`src/rtl/core/latg_pkg.sv`:
```
// Shared constants, operation codes and controller/datapath interface types.
package latg_pkg;

    // Grid geometry
    localparam int MAX_COLS = 128;
    localparam int MAX_ROWS = 128;
    localparam int COL_W    = $clog2(MAX_COLS);
    localparam int ROW_W    = $clog2(MAX_ROWS);

    // Size registers
    localparam int SIZE_W = 8;
    localparam logic [SIZE_W-1:0] SIZE_MIN   = SIZE_W'(3);
    localparam logic [SIZE_W-1:0] SIZE_RESET = SIZE_W'(100);
    localparam logic [SIZE_W-1:0] COLS_MAX   = SIZE_W'(MAX_COLS);
    localparam logic [SIZE_W-1:0] ROWS_MAX   = SIZE_W'(MAX_ROWS);

    // Configuration register indexes
    localparam int CFG_IDX_W = 1;
    localparam logic [CFG_IDX_W-1:0] REG_COLS = CFG_IDX_W'(0);
    localparam logic [CFG_IDX_W-1:0] REG_ROWS = CFG_IDX_W'(1);

    // Generation sweep counter: must hold MAX_ROWS + 3
    localparam int STEP_CNT_W = $clog2(MAX_ROWS + 4);

    typedef enum logic [1:0] {
        OP_TOGGLE = 2'd0,
        OP_CLEAR  = 2'd1,
        OP_STEP   = 2'd2,
        OP_READ   = 2'd3
    } op_t;

    // Commands from the controller to the datapath
    typedef struct packed {
        logic             load;        // latch request coordinates
        logic             rd_coord;    // read the addressed row instead of rd_row
        logic [ROW_W-1:0] rd_row;      // sweep read address
        logic             shift;       // advance the three-row window
        logic             use_first;   // shift in the saved original row 0
        logic             save_first;  // capture original row 0
        logic             step_wr;     // write back one new generation row
        logic [ROW_W-1:0] wr_row;      // sweep write address
        logic             mod_en;      // toggle/read cycle on the addressed row
        logic             mod_toggle;  // flip the addressed cell
        logic             clear;       // kill every cell
        logic             res_clr;     // result is zero
        logic             out_load;    // move result into the output register
    } latg_cmd_t;

    // Status from the datapath to the controller
    typedef struct packed {
        logic [SIZE_W-1:0] eff_rows;
    } latg_sts_t;

    // Saturate a size register into [3, max]
    function automatic logic [SIZE_W-1:0] clamp_size(input logic [SIZE_W-1:0] v,
                                                     input logic [SIZE_W-1:0] max);
        logic [SIZE_W-1:0] r;
        if (v < SIZE_MIN)
            r = SIZE_MIN;
        else if (v > max)
            r = max;
        else
            r = v;
        return r;
    endfunction

endpackage

```
`src/rtl/core/latg_ctrl.sv`:
```
// Controller state machine: request sequencing, generation sweep and result hand-off.
module latg_ctrl
    import latg_pkg::*;
(
    input  logic       clk,
    input  logic       rst_n,
    input  logic       in_valid,
    output logic       in_stall,
    input  logic [1:0] operation,
    output logic       out_valid,
    input  logic       out_stall,
    input  latg_sts_t  sts,
    output latg_cmd_t  cmd
);

    typedef enum logic [2:0] {
        S_IDLE,
        S_RD,
        S_MOD,
        S_STEP,
        S_DONE
    } state_t;

    // step counter value of the first row write, after the window fill
    localparam logic [STEP_CNT_W-1:0] STEP_LEAD = STEP_CNT_W'(4);
    localparam logic [STEP_CNT_W-1:0] SAVE_AT   = STEP_CNT_W'(2);

    state_t                  state_reg, state_next;
    op_t                     op_reg, op_next;
    logic [STEP_CNT_W-1:0]   k_reg, k_next;
    logic                    out_valid_reg, out_valid_next;
    logic                    accept;
    logic [STEP_CNT_W-1:0]   k_last;
    logic [STEP_CNT_W-1:0]   k_first_in;

    assign accept     = in_valid && (state_reg == S_IDLE);
    assign in_stall   = (state_reg != S_IDLE);
    assign out_valid  = out_valid_reg;
    assign k_last     = STEP_CNT_W'(sts.eff_rows + SIZE_W'(3));
    assign k_first_in = STEP_CNT_W'(sts.eff_rows + SIZE_W'(2));

    // Next state and commands
    always_comb
    begin
        state_next     = state_reg;
        op_next        = op_reg;
        k_next         = k_reg;
        out_valid_next = out_valid_reg;
        cmd            = '0;

        // output register drains independently of the state
        if (out_valid_reg && !out_stall)
            out_valid_next = 1'b0;

        unique case (state_reg)
            S_IDLE:
            begin
                if (accept)
                begin
                    cmd.load = 1'b1;
                    op_next  = op_t'(operation);
                    unique case (op_t'(operation))
                        OP_CLEAR:
                        begin
                            cmd.clear   = 1'b1;
                            cmd.res_clr = 1'b1;
                            state_next  = S_DONE;
                        end
                        OP_STEP:
                        begin
                            k_next     = '0;
                            state_next = S_STEP;
                        end
                        OP_TOGGLE, OP_READ:
                        begin
                            state_next = S_RD;
                        end
                    endcase
                end
            end
            S_RD:
            begin
                cmd.rd_coord = 1'b1;
                state_next   = S_MOD;
            end
            S_MOD:
            begin
                cmd.mod_en     = 1'b1;
                cmd.mod_toggle = (op_reg == OP_TOGGLE);
                state_next     = S_DONE;
            end
            S_STEP:
            begin
                // read row k-1 (row n-1 first); the window shifts it in on the next cycle
                if (k_reg == '0)
                    cmd.rd_row = ROW_W'(sts.eff_rows - SIZE_W'(1));
                else
                    cmd.rd_row = ROW_W'(k_reg - STEP_CNT_W'(1));
                cmd.shift      = (k_reg != '0);
                cmd.save_first = (k_reg == SAVE_AT);
                cmd.use_first  = (k_reg == k_first_in);
                cmd.step_wr    = (k_reg >= STEP_LEAD);
                cmd.wr_row     = ROW_W'(k_reg - STEP_LEAD);
                if (k_reg == k_last)
                begin
                    cmd.res_clr = 1'b1;
                    state_next  = S_DONE;
                end
                else
                begin
                    k_next = k_reg + STEP_CNT_W'(1);
                end
            end
            S_DONE:
            begin
                if (!out_valid_reg || !out_stall)
                begin
                    cmd.out_load   = 1'b1;
                    out_valid_next = 1'b1;
                    state_next     = S_IDLE;
                end
            end
            default:
            begin
                state_next = S_IDLE;
            end
        endcase
    end

    // State and registered outputs
    always_ff @(posedge clk or negedge rst_n)
    begin
        if (!rst_n)
        begin
            state_reg     <= S_IDLE;
            op_reg        <= OP_READ;
            k_reg         <= '0;
            out_valid_reg <= 1'b0;
        end
        else
        begin
            state_reg     <= state_next;
            op_reg        <= op_next;
            k_reg         <= k_next;
            out_valid_reg <= out_valid_next;
        end
    end

`ifndef SYNTHESIS
    a_busy_after_accept: assert property (@(posedge clk) disable iff (!rst_n)
        accept |=> in_stall)
        else $error("request accepted but input not stalled next cycle");

    a_step_row_in_range: assert property (@(posedge clk) disable iff (!rst_n)
        cmd.step_wr |-> (SIZE_W'(cmd.wr_row) < sts.eff_rows))
        else $error("generation write beyond rows in use");

    a_result_from_done: assert property (@(posedge clk) disable iff (!rst_n)
        $rose(out_valid_reg) |-> $past(state_reg == S_DONE))
        else $error("result raised outside hand-off state");

    a_sweep_bounded: assert property (@(posedge clk) disable iff (!rst_n)
        (state_reg == S_STEP) |-> (k_reg <= k_last))
        else $error("generation sweep counter overran");
`endif

endmodule

```
`config.mk`:
```
export PLATFORM = sky130hd
export DESIGN_NAME = latg_ctrl
export DESIGN_NICKNAME = d
export VERILOG_FILES = /design/src/rtl/core/latg_pkg.sv /design/src/rtl/core/latg_ctrl.sv
export SDC_FILE = /design/constraint.sdc
export NUM_CORES = 1
export LEC_CHECK = 0
export ABC_CLOCK_PERIOD_IN_PS = 5100
export BUFFER_PORTS_ARGS = -buffer_cell sky130_fd_sc_hd__buf_2
export CAP_MARGIN = 20
export CELL_PAD_IN_SITES_DETAIL_PLACEMENT = 1
export CELL_PAD_IN_SITES_GLOBAL_PLACEMENT = 1
export CORE_ASPECT_RATIO = 1.25
export CORE_MARGIN = 1.5
export CORE_UTILIZATION = 41
export DETAILED_ROUTE_END_ITERATION = 16
export PLACE_DENSITY_LB_ADDON = 0.12
export SLEW_MARGIN = 20
export SYNTH_ARGS = -nofsm -noshare
export SYNTH_HDL_FRONTEND = slang
export SYNTH_SLANG_ARGS = --single-unit
```
`constraint.sdc`:
```
create_clock -name clk -period 5.1 [get_ports clk]
set_input_delay 0 -clock clk [delete_from_list [all_inputs] [get_ports clk]]
set_output_delay 0 -clock clk [all_outputs]
set_load 0.02 [all_outputs]
```
==> results.cfg <==
[timing]
final_max_slew_viol_count = 0
hold_viol = 0
fin_tns_setup_ns = 0
holdWs_ns = 0.0184
worst_pin_slew_ns = 0.704
fin_crit_ns = 3.00
relSlewSlack_pct = 53.1
period_share_pct = 58.8
setup_violations = 0
rsz0062_at_grt = no
fmax_mhz = 334
fin_skew_ns = 0.00330

[clocking]
cts_tree = done
clkTransAtPathRegs_ns = 0.06
clock_latency_ns = 0.25
post_cts_buffers = 0
cts_buffer_depth = 2
clkSinkCount = 14
cts_max_level = 1
clock-root-buffer = clkbuf_8
post_cts_resized = 0
cts-buffers-inserted = 3

[final_layout]
syn2layout_area_growth_pct = 16.1
fin_util_pct = 50.7
final_cells = 268
fill_cells = 470
drive_gt1_share_pct = 22.7
largest_reg_flops = 8
diodes = 0
fin_nets = 255
final_area_sq_um = 1810

[power_and_ir_drop]
clkPwrFrac_pct = 11.5
p_sw_share_pct = 49.3
p_leak_uw = 0.000882
p_sw_uw = 406
p_seq_share_pct = 26.4
power_density_nw_per_um2 = 455
power.internal_uw = 417
combPwrFrac_pct = 62.0
vdd_drop_max_mv = 0.238

[critical_path]
crit_chain = nor4_1 > and3_1 > mux2i_1 > ha_1 > nand4b_1 > xnor2_1 > nor2_1 > buf_2
arrival_ns = 3.00
r2r_slack_ns = 2.31
setup.worst_path.class = register to output pin
critPathCaptureType = output pin
crit_fanout = 9
slowest_delay_ns = 0.53
cp.required_ns = 5.10
startpoint_type = register
critPathSlowestCell = nor4_1

[yosys]
synth_nets = 220
synth-simple-area-share_pct = 26.3
synth.area.mux_share_pct = 5.30
synth_xor_area_share_pct = 13.4
synth_ff_type = dfrtp_1
synth_compound_area_share_pct = 16.4
synth_top_family_by_area = simple AND/OR/NAND/NOR gates
synth_top_area_share_pct = 19.3
async_flop_share_pct = 100
synthTopCellsByArea = dfrtp_1 (19%), ha_1 (8.8%), xnor2_1 (6.7%)
synth_fa_ha_area_share_pct = 8.83
synth-edff-count = 0
ys.warnings.count = 0
yosysTopAreaCell = dfrtp_1
synth_cell_types = 47
syn_inst = 195
synth-seq-area-share_pct = 22.6
avgSynthCellArea_sq_um = 7.99
syn_area_sq_um = 1560
synth_seq_cells = 14

[detailed_routing]
via_per_inst = 5.82
drtIter0Drc = 24
via_count = 1559
ant_nets = 0
drc = 2
post_drt_wl_per_cell_microns = 17.1
dr.pass1.iters = 12
wl_mm = 4.59

[global_routing]
antenna_found_initial = 0
grt_pass1_vias = 1638
grt_max_degree = 22
grt_pass1_wl_mm = 7.58
grt-ovfl-total = 0
grt_usage_pct = 23.6

[run_status]
violations = design-rule violations
outcome = finished, violations left

[die]
core-area_sq_um = 3570
io_pins = 41
rows = 24
die-area_sq_um = 4180
chipWidth_microns = 58.2
die_height_microns = 71.9
start_util_pct = 43.6

[place]
gp_congestion = 0.872
dp.cells = 262
dpl_cell_area_sq_um = 1750
place_hpwl_mm = 3.60
port_buffers = 40

[flow_run]
maxCapViolCount = 0

[min_path]
min_path_type = input pin to register
cells by family after synthesis:
kind of cell / count (synthesis)
compound gates: 34
fa+ha+maj: 11
buf+inv: 25
simple gates: 80
mux: 8
xor+xnor: 23
flops: 14
final cells by class:
cell class | instances | area [sq um] | share of cell area, %
clock buffers | 4 | 45.0 | 2.49
flip-flops and latches | 14 | 353 | 19.5
multi-input cells | 156 | 1090 | 60.5
inverters | 13 | 48.8 | 2.70
well taps | 39 | 48.8 | 2.70
repair buffers | 42 | 220 | 12.2
cell usage in the layout (no fill, tap or decap), types with 4 or more instances in the layout:
| master | n |
|---|---|
| a21oi_1 | 9 |
| buf_2 | 40 |
| dfrtp_1 | 12 |
| ha_1 | 11 |
| inv_1 | 13 |
| mux2i_1 | 6 |
| nand2_1 | 15 |
| nand2b_1 | 4 |
| nand3_1 | 7 |
| nor2_1 | 24 |
| nor3_1 | 5 |
| nor3b_1 | 4 |
| o311ai_0 | 4 |
| o31ai_1 | 4 |
| xnor2_1 | 12 |
| xor2_1 | 10 |
layer usage:
| layer | wire (microns) | GRT usage, % | vias to the layer above |
|---|---|---|---|
| li1 | - | - | 753 |
| met1 | 1810 | 25.3 | 748 |
| met2 | 2510 | 45.3 | 41 |
| met3 | 105 | 1.43 | 17 |
| met4 | 169 | 11.9 | 0 |
| met5 | 0 | 0 | - |
per-stage QoR:
stage               setup slack [ns]  power (uW)
global placement                2.45         712
finish                          2.10         824
floorplan                       2.75         602
CTS                             2.06         836
global route                    1.79         895
detailed placement              2.34         737
worst paths after layout:
kind	from	to	cells past startpoint
setup / recovery	k_reg[6]$_DFFE_PN0P_	cmd[22]	8
hold / removal	operation[0]	op_reg[0]$_DFFE_PN1P_	2
setup reg to reg	k_reg[4]$_DFFE_PN0P_	k_reg[7]$_DFFE_PN0P_	6
hold reg to reg	out_valid$_DFF_PN0_	out_valid$_DFF_PN0_	2
max in group asynchronous	rst_n	op_reg[0]$_DFFE_PN1P_	2
min in group asynchronous	rst_n	out_valid$_DFF_PN0_	2
power groups by stage:
stage / clock (uW) / combinational, uW / sequential (uW)
4_1_cts: 97.8 / 520 / 218
6_report: 94.9 / 511 / 218
2_1_floorplan: 0 / 418 / 184
3_3_place_gp: 0 / 496 / 216
3_5_place_dp: 0 / 517 / 220
5_1_grt: 103 / 566 / 226
Yosys cell counts (all sizes together) (3+ instances only):
library cell	instances
nor2	24
nand2	15
inv	13
dfrtp	12
xnor2	12
ha	11
xor2	11
a21oi	10
buf	7
nand3	7
mux2i	6
clkbuf	5
nor3	5
o311ai	5
nand2b	4
nor3b	4
o31ai	4
nand4	3
o22ai	3
critical path: cells and delay by family (launching register included):
kind | cells | cell delay [ns]
multiplexers | 1 | 0.40
AND/OR/NAND/NOR | 4 | 1.24
buffers and inverters | 1 | 0.17
adder cells (fa/ha/maj) | 1 | 0.28
flip-flops | 1 | 0.50
XOR/XNOR | 1 | 0.16
repair_timing:
| action | CTS | global route |
|---|---|---|
| hold buffers | 2 | 0 |
| hold endpoints to repair | 15 | 0 |
| setup endpoints to repair | 0 | 0 |
Note: power is estimated with default switching activity, not from simulation.
